## config.mk

```make
export PLATFORM = sky130hd
export DESIGN_NAME = scale_notification_decoder
export DESIGN_NICKNAME = d
export VERILOG_FILES = /design/src/hw/rtl/snd_pkg.sv /design/src/hw/rtl/scale_notification_decoder.sv
export SDC_FILE = /design/constraint.sdc
export NUM_CORES = 1
export LEC_CHECK = 0
export ABC_AREA = 1
export ABC_CLOCK_PERIOD_IN_PS = 3100
export BUFFER_PORTS_ARGS = -buffer_cell sky130_fd_sc_hd__clkbuf_2
export CORE_UTILIZATION = 40
export DETAILED_ROUTE_END_ITERATION = 16
export SETUP_SLACK_MARGIN = 0.4
export SYNTH_ARGS = -nofsm -noshare
export SYNTH_HDL_FRONTEND = slang
export SYNTH_SLANG_ARGS = --single-unit
```

## constraint.sdc

```tcl
create_clock -name i_clk -period 3.1 [get_ports i_clk]
set_input_delay 0.465 -clock i_clk [delete_from_list [all_inputs] [get_ports i_clk]]
set_output_delay 0.465 -clock i_clk [all_outputs]
set_load 0.05 [all_outputs]
```

## src/hw/rtl/snd_pkg.sv

```systemverilog
// ----------------------------------------------------------------------------
// snd_pkg
// Types and constants for the scale notification decoder.
// ----------------------------------------------------------------------------
package snd_pkg;

    localparam logic [7:0] HDR_FIRST     = 8'hEF;
    localparam logic [7:0] HDR_SECOND    = 8'hDD;
    localparam logic [7:0] TOPIC_BATTERY = 8'h08;
    localparam logic [7:0] TOPIC_WEIGHT  = 8'h0C;
    localparam logic [7:0] TYPE_WEIGHT   = 8'h05;
    localparam logic [6:0] BATTERY_MASK  = 7'h7F;
    localparam int unsigned SIGN_BIT     = 1;

    localparam logic [8:0] OFFSET_MAX     = 9'd261;
    localparam logic [8:0] OFF_START      = 9'd2;
    localparam logic [8:0] OFF_TOPIC      = 9'd2;
    localparam logic [8:0] OFF_LENGTH     = 9'd3;
    localparam logic [8:0] OFF_TYPE       = 9'd4;
    localparam logic [8:0] OFF_WEIGHT_LO  = 9'd5;
    localparam logic [8:0] OFF_WEIGHT_HI  = 9'd6;
    localparam logic [8:0] OFF_UNIT       = 9'd9;
    localparam logic [8:0] OFF_FLAGS      = 9'd10;
    localparam logic [8:0] MIN_FRAME      = 9'd5;
    localparam logic [9:0] FRAME_OVERHEAD = 10'd5;
    localparam logic [7:0] MIN_WEIGHT_LEN = 8'd6;
    localparam logic [7:0] MAX_PLACES     = 8'd4;

    typedef struct packed {
        logic        has_battery;
        logic [6:0]  battery_percent;
        logic        has_weight;
        logic [15:0] weight_raw;
        logic [2:0]  decimal_places;
        logic        weight_negative;
    } t_reading;

endpackage

```

## src/hw/rtl/scale_notification_decoder.sv

```systemverilog
// ----------------------------------------------------------------------------
// scale_notification_decoder
// Byte-stream decoder for scale notifications: battery and weight readings.
// ----------------------------------------------------------------------------
// Takes one buffer byte per cycle while o_stall is low, with no gaps between
// buffers. The first 0xEF 0xDD pair in a buffer starts the frame; topic,
// length, type, weight, unit and flags bytes are captured as they pass. On
// the byte flagged last, one reading is produced and all frame state clears.
// The reading is registered into a two-entry output register (main plus
// skid) holding readings while the output stalls; input stall rises only when
// both entries are full. Weight = (-1)^negative * weight_raw / 10^places.
// ----------------------------------------------------------------------------
module scale_notification_decoder (
    input  logic        i_clk,
    input  logic        i_rst_n,
    input  logic        i_valid,
    output logic        o_stall,
    input  logic [7:0]  i_data_byte,
    input  logic        i_last_byte,
    output logic        o_valid,
    input  logic        i_stall,
    output logic        o_has_battery,
    output logic [6:0]  o_battery_percent,
    output logic        o_has_weight,
    output logic [15:0] o_weight_raw,
    output logic [2:0]  o_decimal_places,
    output logic        o_weight_negative
);

    logic        r_prev_first, n_prev_first;
    logic        r_hdr_found,  n_hdr_found;
    logic [8:0]  r_offset,     n_offset;
    logic [7:0]  r_topic,      n_topic;
    logic [7:0]  r_length,     n_length;
    logic [7:0]  r_type,       n_type;
    logic [15:0] r_weight,     n_weight;
    logic [7:0]  r_unit,       n_unit;
    logic [7:0]  r_flags,      n_flags;

    logic                r_out_valid;
    snd_pkg::t_reading   r_out;
    logic                r_skid_valid;
    snd_pkg::t_reading   r_skid;

    logic                in_acc;
    logic                res_valid;
    logic                frame_ok;
    snd_pkg::t_reading   res;

    assign o_stall   = r_skid_valid;
    assign in_acc    = i_valid && !r_skid_valid;
    assign res_valid = in_acc && i_last_byte;

    always_comb begin
        n_prev_first = r_prev_first;
        n_hdr_found  = r_hdr_found;
        n_offset     = r_offset;
        n_topic      = r_topic;
        n_length     = r_length;
        n_type       = r_type;
        n_weight     = r_weight;
        n_unit       = r_unit;
        n_flags      = r_flags;
        if (r_hdr_found) begin
            unique case (r_offset)
                snd_pkg::OFF_TOPIC:     n_topic         = i_data_byte;
                snd_pkg::OFF_LENGTH:    n_length        = i_data_byte;
                snd_pkg::OFF_TYPE:      n_type          = i_data_byte;
                snd_pkg::OFF_WEIGHT_LO: n_weight[7:0]   = i_data_byte;
                snd_pkg::OFF_WEIGHT_HI: n_weight[15:8]  = i_data_byte;
                snd_pkg::OFF_UNIT:      n_unit          = i_data_byte;
                snd_pkg::OFF_FLAGS:     n_flags         = i_data_byte;
                default: ;
            endcase
            if (r_offset < snd_pkg::OFFSET_MAX) begin
                n_offset = r_offset + 9'd1;
            end
        end else if (r_prev_first && (i_data_byte == snd_pkg::HDR_SECOND)) begin
            n_hdr_found  = 1'b1;
            n_offset     = snd_pkg::OFF_START;
            n_prev_first = 1'b0;
        end else begin
            n_prev_first = (i_data_byte == snd_pkg::HDR_FIRST);
        end
    end

    always_comb begin
        res      = '0;
        frame_ok = n_hdr_found && (n_offset >= snd_pkg::MIN_FRAME)
                   && ({1'b0, n_offset} >= ({2'b00, n_length} + snd_pkg::FRAME_OVERHEAD));
        if (frame_ok) begin
            if (n_topic == snd_pkg::TOPIC_BATTERY) begin
                res.has_battery     = 1'b1;
                res.battery_percent = n_type[6:0] & snd_pkg::BATTERY_MASK;
            end
            if ((n_topic == snd_pkg::TOPIC_WEIGHT) && (n_type == snd_pkg::TYPE_WEIGHT)
                && (n_length >= snd_pkg::MIN_WEIGHT_LEN)) begin
                res.has_weight      = 1'b1;
                res.weight_raw      = n_weight;
                res.decimal_places  = ((n_unit != 8'd0) && (n_unit <= snd_pkg::MAX_PLACES))
                                      ? n_unit[2:0] : 3'd0;
                res.weight_negative = n_flags[snd_pkg::SIGN_BIT];
            end
        end
    end

    always_ff @(posedge i_clk) begin
        if (!i_rst_n) begin
            r_prev_first <= 1'b0;
            r_hdr_found  <= 1'b0;
            r_offset     <= '0;
            r_topic      <= '0;
            r_length     <= '0;
            r_type       <= '0;
            r_weight     <= '0;
            r_unit       <= '0;
            r_flags      <= '0;
        end else if (in_acc) begin
            if (i_last_byte) begin
                r_prev_first <= 1'b0;
                r_hdr_found  <= 1'b0;
                r_offset     <= '0;
                r_topic      <= '0;
                r_length     <= '0;
                r_type       <= '0;
                r_weight     <= '0;
                r_unit       <= '0;
                r_flags      <= '0;
            end else begin
                r_prev_first <= n_prev_first;
                r_hdr_found  <= n_hdr_found;
                r_offset     <= n_offset;
                r_topic      <= n_topic;
                r_length     <= n_length;
                r_type       <= n_type;
                r_weight     <= n_weight;
                r_unit       <= n_unit;
                r_flags      <= n_flags;
            end
        end
    end

    // two-entry output: main register plus skid
    always_ff @(posedge i_clk) begin
        if (!i_rst_n) begin
            r_out_valid  <= 1'b0;
            r_skid_valid <= 1'b0;
        end else if (!r_out_valid || !i_stall) begin
            if (r_skid_valid) begin
                r_out_valid  <= 1'b1;
                r_skid_valid <= res_valid;
            end else begin
                r_out_valid  <= res_valid;
            end
        end else if (res_valid) begin
            r_skid_valid <= 1'b1;
        end
    end

    always_ff @(posedge i_clk) begin
        if (!r_out_valid || !i_stall) begin
            if (r_skid_valid) begin
                r_out  <= r_skid;
                r_skid <= res;
            end else begin
                r_out  <= res;
            end
        end else if (res_valid) begin
            r_skid <= res;
        end
    end

    assign o_valid           = r_out_valid;
    assign o_has_battery     = r_out.has_battery;
    assign o_battery_percent = r_out.battery_percent;
    assign o_has_weight      = r_out.has_weight;
    assign o_weight_raw      = r_out.weight_raw;
    assign o_decimal_places  = r_out.decimal_places;
    assign o_weight_negative = r_out.weight_negative;

endmodule

```

# After elaboration in Yosys (flattened, before gate mapping)

Cells that the tools add are included.

Multiplexer cells: 41
Multipliers: 0
Add/sub/neg operators: 2
Div/mod/pow operators: 0
$lt $le $gt $ge: 5
Shift-type cells: 0
Equality and inequality tests: 14
Reductions and logical operators: 16
Bitwise gates (word level): 0

Operators by type and width:

| kind                                                                   | number |
|---|---|
| 29-bit 2-to-1 mux                                                      | 5 |
| 8-bit 2-to-1 mux                                                       | 15 |
| 9-bit 2-to-1 mux                                                       | 4 |
| 16-bit 2-to-1 mux                                                      | 2 |
| 9-bit by 3-bit equality test with 1-bit output (second input constant) | 3 |
| 21-bit 2-to-1 mux                                                      | 1 |
| 9-bit by 2-bit equality test with 1-bit output (second input constant) | 2 |
| 9-bit by 4-bit equality test with 1-bit output (second input constant) | 2 |
| 8-bit by 4-bit equality test with 1-bit output (second input constant) | 2 |
| 8-bit equality test (second input constant)                            | 2 |
| 1-bit 2-to-1 mux                                                       | 10 |
| 8-bit by 3-bit adder with 9-bit output (second input constant)         | 1 |
| 9-bit by 1-bit adder with 9-bit output (second input constant)         | 1 |
| 9-bit by 3-bit >= comparator with 1-bit output (second input constant) | 1 |
| 9-bit >= comparator                                                    | 1 |
| 9-bit less-than comparator (second input constant)                     | 1 |
| 8-bit by 3-bit equality test with 1-bit output (second input constant) | 1 |
| 8-bit by 3-bit >= comparator with 1-bit output (second input constant) | 1 |
| 8-bit by 3-bit <= comparator with 1-bit output (second input constant) | 1 |
| 1-bit logical AND                                                      | 8 |
| 8-bit nonzero test                                                     | 1 |
| 2-bit 2-to-1 mux                                                       | 3 |
| 2-bit != test (second input constant)                                  | 2 |
| 2-bit AND reduction                                                    | 2 |
| 4 further kinds                                                        | 6 |

Output and inout port bits: 31
Input bits: 13
Bits in latches: 0
Bits in read-only memories: 0
Flip-flop bits (word level): 120
Memory bits (writable): 0
Memories kept: 0

# Longest topological paths before layout

Gate-level depths: netlist of the first run.

Depth after elaboration: 10
Mapped depth: 26

# Worst setup path after synthesis of the first run

Ideal clock, no wire load.

Path type: reg2reg
Start point: reg r_offset[0]
End point: reg r_skid[21] in the netlist's numbering (data pin)
Stages on the path, launching flop included: 25
Setup time: 0.139 ns
Path slack: -0.183 ns
Clock period less this slack: 3.283 ns
Buffers on the path: 2
Arrival: 3.144 ns
Cells stage by stage: dfxtp_1 -> ha_1 -> nand2_1 -> nor2_1 -> nand2_2 -> buf_6 -> nand2_1 -> o21ai_1 -> nand2_1 -> nand2_1 -> nand2_1 -> nor2_1 -> nand2_1 -> o21ai_0 -> nand2_1 -> ha_1 -> inv_1 -> nor3_1 -> nand2_1 -> o2111ai_1 -> nand2_1 -> nor2_2 -> buf_4 -> nand2_2 -> nor2_1

RTL lines:

| element                | RTL line                          | RTL |
|---|---|---|
| start, declared        | scale_notification_decoder.sv:32  | `logic [8:0] r_offset, n_offset;` |
| start signal, assigned | scale_notification_decoder.sv:132 | `r_offset <= n_offset;` |
| end signal, assigned   | scale_notification_decoder.sv:164 | `r_skid <= res;` |
| end signal, assigned   | scale_notification_decoder.sv:169 | `r_skid <= res;` |
| end, declared          | scale_notification_decoder.sv:43  | `snd_pkg::t_reading r_skid;` |

==> results of run 1 <==
## registers in the layout (all words and copies together) (netlist names), 3 cells and up
name / cells
r_offset: 9
r_type: 8
o_battery_percent: 7
r_length: 8
o_decimal_places: 3
r_skid: 29
o_weight_raw: 16
r_topic: 8
r_unit: 8
r_weight: 16
## layout by cell type (no fill, tap or decap), types with 4 or more instances in the layout
master     Yosys  routed
nand2_2       11      14
dfxtp_1       62      57
nand4_1        7       7
o21ai_0       32      29
dfxtp_2        0       5
o21ai_2        1       4
o22ai_1       22      22
nor2_4         2      21
ha_1          13      10
nor2_2        25      17
edfxtp_1      58      58
nand3_1       61      61
a21oi_1       42      41
clkbuf_2       0      43
buf_4          5      70
o21ai_1        9       8
nand2_1      260     253
nand2_4        1       4
clkbuf_16      0      20
inv_2          5       9
clkinv_4       0       4
nor2_1        96      85
inv_1        108     104
nor3_1         5       4
## cell type report
type / instances / share of cell area, %
inverter: 113 / 5.07
tap: 216 / 3.23
timing repair buffer: 125 / 11.6
clock buffer: 18 / 5.13
sequential: 120 / 35.7
multi-input combinational: 608 / 37.5
clock inverter: 14 / 1.80
## critical path, cell delays in order (launching register included)
cell and delay, ns:
dfxtp_2 0.35, ha_4 0.16, nand2_4 0.06, nor2_4 0.15, nand2_4 0.10, o21ai_2 0.16, nand2_1 0.08, nand2_2 0.07
nand2_2 0.07, nor2_2 0.10, nand2_2 0.09, o21ai_2 0.16, nand2_2 0.08, ha_4 0.27, inv_2 0.04, nor3_4 0.16
nand2_1 0.08, o2111ai_2 0.16, nand2_1 0.11, nor2_4 0.17, buf_8 0.17, buf_6 0.12, nand2_8 0.07, nor2_1 0.10
## routing by layer
layer / vias to the layer above / part of all wire [%]
met5: - / 0
met4: 0 / 1.1
met3: 18 / 3.6
met2: 99 / 49
met1: 2616 / 47
li1: 3033 / -
## report_power, final
| part | leakage, nW | switching, mW | internal [mW] |
|---|---|---|---|
| clock network | 0.279 | 0.756 | 1.19 |
| logic | 2.29 | 0.150 | 0.0388 |
| registers | 1.07 | 0.00771 | 1.69 |
| total | 3.64 | 0.914 | 2.91 |
## path summary, 6_finish.rpt
| kind | startpoint | endpoint | cells after the start |
|---|---|---|---|
| setup reg to reg | r_offset[0] | r_skid[21] | 23 |
| hold / removal | i_stall | o_stall | 3 |
| hold reg to reg | r_type[3] | r_type[3] | 2 |
| setup / recovery | r_offset[0] | r_skid[21] | 23 |
## through the flow
step | power, mW | cell area, µm² | std cells
global route | 3.93 | 8360 | 1214
floorplan | 1.84 | 6550 | 879
finish | 3.83 | 8360 | 1214
CTS | 3.85 | 8130 | 1209
global placement | 1.92 | 7390 | 1170
detailed placement | 1.92 | 7390 | 1170
## cell families (layout without fill, tap and decap cells)
group / after synthesis / after routing
buf+inv: 152 / 270
fa+ha+maj: 13 / 13
mux: 1 / 1
simple gates: 477 / 478
xor+xnor: 3 / 3
compound gates: 113 / 113
flops: 120 / 120
## what timing repair did
action	4_1_cts	5_1_grt
endpoints found under the setup margin	58	58
gates cloned	2	3
setup buffers	5	2
resized for setup	20	39
pin swaps	4	17
==> results by group, run 1 <==
Status
  – Status: finished, violations left
  – Violated checks: setup timing

Synth
  – Simple-gate portion of the synthesized area: between 30% and 40%
  – Largest family of logic cells by synthesized area: simple AND/OR/NAND/NOR gates
  – Syn avg cell area: around 7.4 µm²
  – Syn Nets: approximately 910
  – Async set-reset flop share out of synthesis: 0%
  – Area leader, netlist: edfxtp_1
  – Post-synth EDFFs: 58
  – XOR/XNOR share of the synthesized area: less than 1%
  – Sequential-to-total area share from yosys stat: around 46%
  – Post-synthesis compound-gate area fraction: 9.56%
  – Most used flip-flop cell after synthesis: dfxtp_1
  – Post-Synth Adder-Cell Area: under 10%
  – Post-Synthesis Cell Area: 0.00648 mm²
  – Count leader, synth: nand2_1
  – Yosys top cell area share: 26.9%
  – Synth area leaders: edfxtp_1, dfxtp_1, nand2_1, inv_1, nor2_1
  – Mux share of post-synthesis cell area: less than 1%
  – Synthesized flop and latch total: 120
  – Yosys warnings: 0
  – Post-synth top cells: nand2_1, inv_1, nor2_1, dfxtp_1, nand3_1
  – Post-synth cell types: 39
  – Mapped Cells: between 800 and 900

Clocking
  – TritonCTS sink count: 120
  – H-tree Lvls: 4
  – Clk slew on worst S/H paths: 0.06 ns
  – Max Root-Sink Buffers: 2
  – Num CTS Buffers: 17
  – Clock latency on the worst-skew pair: 0.42 ns
  – CTS root buf: clkbuf_16
  – CTS tree: done
  – Hold_buf cts: 0

Routing
  – First-pass iteration count of the detailed router: 4
  – Vias/cell: 4.75
  – Final ANT Viol Nets: 0
  – Wirelength, routed: ~16 mm
  – Initial DRC count: around 400
  – DR vias: 5766
  – # DRC: 0
  – Wire per inst: around 13 µm

Global route
  – Global route hottest layer: met2
  – GR Util All Layers: 20.4%
  – First-pass GRT wire length: around 26 mm
  – Global routing usage on met1: 26.2%
  – Vias in the first global route: around 5200
  – Largest net degree at the start of global routing: 42
  – Met3 global-route usage: 4.38%
  – Grt total ovfl: 0
  – Met2 Resource Use GR: between 30% and 40%
  – Initial antenna violation count: 0

Floorplanning
  – Initial Util: about two fifths
  – Core Footprint: roughly 0.016 mm²
  – Chip width: about 130 µm
  – Chip Height: about 130 µm
  – Die area: between 0.015 and 0.02 mm²
  – Row count: 46
  – IO Pins: 44

Timing
  – Max_slew headroom: between 40% and 50%
  – Final Cycle Share: 105%
  – Final WS setup: -0.143 ns
  – FMAX: roughly 310 MHz
  – Final Hold Violating Endpoints: 0
  – RSZ-0062 raised after global routing: true
  – Worst-Margin Slew: approximately 0.8 ns
  – Final hold slack: between 0.3 and 0.4 ns
  – Setup-failing EPs final: between 50 and 60
  – Clock skew: 0.00746 ns
  – Minimum clock period after layout: around 3.2 ns
  – Fin. max-slew vios: 0
  – Setup TNS: -6.67 ns

Setup path
  – Element type at the critical path start: flop
  – Worst EP required: 3.38 ns
  – Reg2reg setup slack: -0.14 ns
  – CP endpoint kind: flop
  – Path type of the worst setup path: reg -> reg
  – Crit path DAT: between 3 and 4 ns
  – Crit path max fanout: 8

Layout
  – Multi-input gate area: ~0.0031 mm²
  – Share of cells above drive strength 1: roughly 24%
  – Antenna diodes: 0
  – Fin util: 52.8%
  – Post-layout net count: approximately 1000
  – Syn-to-layout area delta: 29.2%
  – Register area: roughly 0.0030 mm²
  – # fillers: between 1000 and 1500

Place
  – Place WS: -0.246 ns
  – GP Congestion: 0.841
  – Detailed Place HPWL: roughly 11 mm
  – Port buffer count: 43

Run
  – Max_cap viols: 0

Hold path
  – Hold crit path type: in -> reg

Power and ir drop
  – Peak VDD IR: 0.324 mV
  – Leakage power: 3.64 nW
  – PwrDens: 458 mW/mm²
Note: power is estimated with default switching activity, not from simulation.
==> run 2, diff against run 1 <==
--- a/config.mk
+++ b/config.mk
@@ -8,8 +8,10 @@
 export ABC_AREA = 1
 export ABC_CLOCK_PERIOD_IN_PS = 3100
 export BUFFER_PORTS_ARGS = -buffer_cell sky130_fd_sc_hd__clkbuf_2
-export CORE_UTILIZATION = 40
+export CAP_MARGIN = 25
+export CORE_UTILIZATION = 55
 export DETAILED_ROUTE_END_ITERATION = 16
+export PLACE_DENSITY = 0.76
 export SETUP_SLACK_MARGIN = 0.4
 export SYNTH_ARGS = -nofsm -noshare
 export SYNTH_HDL_FRONTEND = slang
==> results by group, run 2 (synthesis results as in run 1) <==
Floorplanning
  – Core Footprint: 0.0115 mm² (-28%)
  – Initial Util: 56.5% (+16 points)
  – Row count: 39 (-15%)
  – Chip width: 111 µm (-14%)
  – Chip Height: 111 µm (-14%)
  – Die area: 0.0122 mm² (-27%)
  – IO Pins: 44 (unchanged)

Power and ir drop
  – PwrDens: 465 mW/mm² (+1.6%)
  – Leakage power: 3.69 nW (+1.5%)
  – Peak VDD IR: 0.408 mV (+26%)

Hold path
  – Hold endpoint: r_length[4]
  – Hold crit path type: reg -> reg
  – Hold path startpoint: r_length[4]
  – Hold depth: 2 (-1)

Clocking
  – TritonCTS sink count: 120 (unchanged)
  – CTS tree: done
  – Num CTS Buffers: 17 (unchanged)
  – Clock latency on the worst-skew pair: 0.42 ns (about the same)
  – CTS root buf: clkbuf_16
  – H-tree Lvls: 4 (unchanged)
  – Clk slew on worst S/H paths: 0.05 ns (about the same)
  – Max Root-Sink Buffers: 2 (unchanged)
  – Hold_buf cts: 0 (unchanged)

Setup path
  – Crit path max fanout: 8 (unchanged)
  – CP endpoint kind: flop
  – Path type of the worst setup path: reg -> reg
  – Worst R2R End: r_skid[16]
  – Worst EP required: 3.38 ns (about the same)
  – Crit path DAT: 3.50 ns (-0.02 ns)
  – R2R cell count: 21 (-8.7%)
  – RR Startpoint: r_offset[1]
  – Reg2reg setup slack: -0.13 ns (+0.02 ns)
  – Element type at the critical path start: flop

Layout
  – Most flop-heavy register: r_skid
  – Share of cells above drive strength 1: 25.8% (+1.5 points)
  – Syn-to-layout area delta: 29.1% (about the same)
  – Final Cell Area: 0.00836 mm² (about the same)
  – Most common cell after layout, fill and taps aside: nand2_1
  – Number of flip-flops in the largest register: 29 (unchanged)
  – Post-layout net count: 1009 (-0.20%)
  – Antenna diodes: 0 (unchanged)
  – # fillers: 838 (-43%)
  – Commonest cells after routing, fill and taps aside: nand2_1, inv_1, nor2_1

Timing
  – Final Cycle Share: 104% (-0.55 points)
  – Fin. max-slew vios: 0 (unchanged)
  – Setup-failing EPs final: 58 (unchanged)
  – Final hold slack: 0.463 ns (+0.0791 ns)
  – FMAX: 310 MHz (+0.53%)
  – Worst-Margin Slew: 0.787 ns (-0.0153 ns)
  – Minimum clock period after layout: 3.23 ns (-0.0169 ns)
  – Final Hold Violating Endpoints: 0 (unchanged)
  – Clock skew: 0.00631 ns (-0.00115 ns)
  – RSZ-0062 raised after global routing: true
  – Final WS setup: -0.126 ns (+0.0169 ns)
  – Max_slew headroom: 47.0% (+0.52 points)

Routing
  – Wire per inst: 14.3 µm (+6.6%)
  – Final ANT Viol Nets: 0 (unchanged)
  – # DRC: 0 (unchanged)
  – Wirelength, routed: 16.3 mm (about the same)
  – Initial DRC count: 567 (+46%)
  – First-pass iteration count of the detailed router: 5 (+1)
  – Vias/cell: 5.29 (+11%)
  – DR vias: 6030 (+4.6%)

Global route
  – Vias in the first global route: 5280 (+1.1%)
  – Initial antenna violation count: 0 (unchanged)
  – Largest net degree at the start of global routing: 40 (-4.8%)
  – GR Util All Layers: 25.8% (+5.5 points)
  – First-pass GRT wire length: 25.3 mm (-3.0%)
  – Grt total ovfl: 0 (unchanged)

Place
  – Port buffer count: 43 (unchanged)
  – GP Congestion: 0.904 (+7.4%)
  – Place WS: -0.150 ns (+0.0963 ns)
  – Placed Area: 0.00727 mm² (-1.7%)
  – Detailed Place HPWL: 10.0 mm (-6.9%)

Status
  – Status: finished, violations left
  – Violated checks: setup timing

Run
  – Max_cap viols: 0 (unchanged)
[run 2: cell types whose count changed in the layout (fill, tap and decap cells not counted), sizes merged]
cell,before,now
buf,79,77
bufinv,2,3
clkbuf,64,66
clkinv,7,5
clkinvlp,2,3
inv,116,114
[run 2: area by class of cell]
class | instances | area (µm²) | share of cell area [%]
timing repair buffer | 123 | 913 | 10.9
clock inverter | 12 | 149 | 1.78
sequential | 120 | 2990 | 35.8
multi-input combinational | 608 | 3250 | 38.9
clock buffer | 20 | 457 | 5.46
inverter | 113 | 424 | 5.07
tap | 143 | 179 | 2.14
[run 2: routing by layer]
layer  GRT usage [%]  vias up  share of wire [%]
li1                -     3032                  -
met5               0        -                  0
met1            33.7     2765                 42
met4            10.8        0                2.0
met3            5.05       28                5.7
met2            41.9      205                 50
[run 2: metrics by stage]
step	total power, mW	cells	TNS, ns	utilization (%)
detailed placement	1.91	1094	-6.30	63.4
global route	3.99	1139	-14.69	72.9
CTS	3.89	1132	-1.79	69.6
floorplan	1.84	879	0	-
global placement	1.91	1094	-0.852	63.4
finish	3.88	1139	-4.25	72.9
[run 2: where the power goes]
group | leakage [nW] | internal [mW] | switching [mW]
combinational | 2.34 | 0.0349 | 0.149
sequential | 1.07 | 1.69 | 0.00837
clock | 0.290 | 1.30 | 0.704
total | 3.69 | 3.02 | 0.861
[run 2: what timing repair did]
action | 4_1_cts | 5_1_grt
endpoints found under the hold margin | 0 | 0
gates cloned | 1 | 3
setup buffers | 5 | 4
pin swaps | 8 | 5
endpoints found under the setup margin | 58 | 58
gates resized for setup | 18 | 54
[run 2: worst max path at each step]
stage / from / end
5_1_grt: r_offset[1] / o_weight_raw[3]
3_3_place_gp: r_offset[0] / r_skid[9]
3_5_place_dp: r_offset[6] / r_skid[15]
2_1_floorplan: r_offset[4] / r_skid[22]
6_report: r_offset[1] / r_skid[16]
4_1_cts: r_offset[0] / r_skid[15]
[run 2: critical path: stages (launching register included)]
cell and delay (ns):
dfxtp_2 0.36, ha_4 0.16, nand2_4 0.06, nor2_4 0.14, nand2_4 0.11, buf_4 0.19
nand2_2 0.09, o21ai_4 0.07, buf_4 0.14, o21ai_1 0.13, nand2_1 0.09, ha_1 0.33
nand2_2 0.08, nor3_4 0.17, nand2_1 0.08, o2111ai_2 0.19, nand2_2 0.09, nor2_4 0.11
buf_12 0.14, nand2_8 0.08, clkbuf_16 0.18, nor2_2 0.08
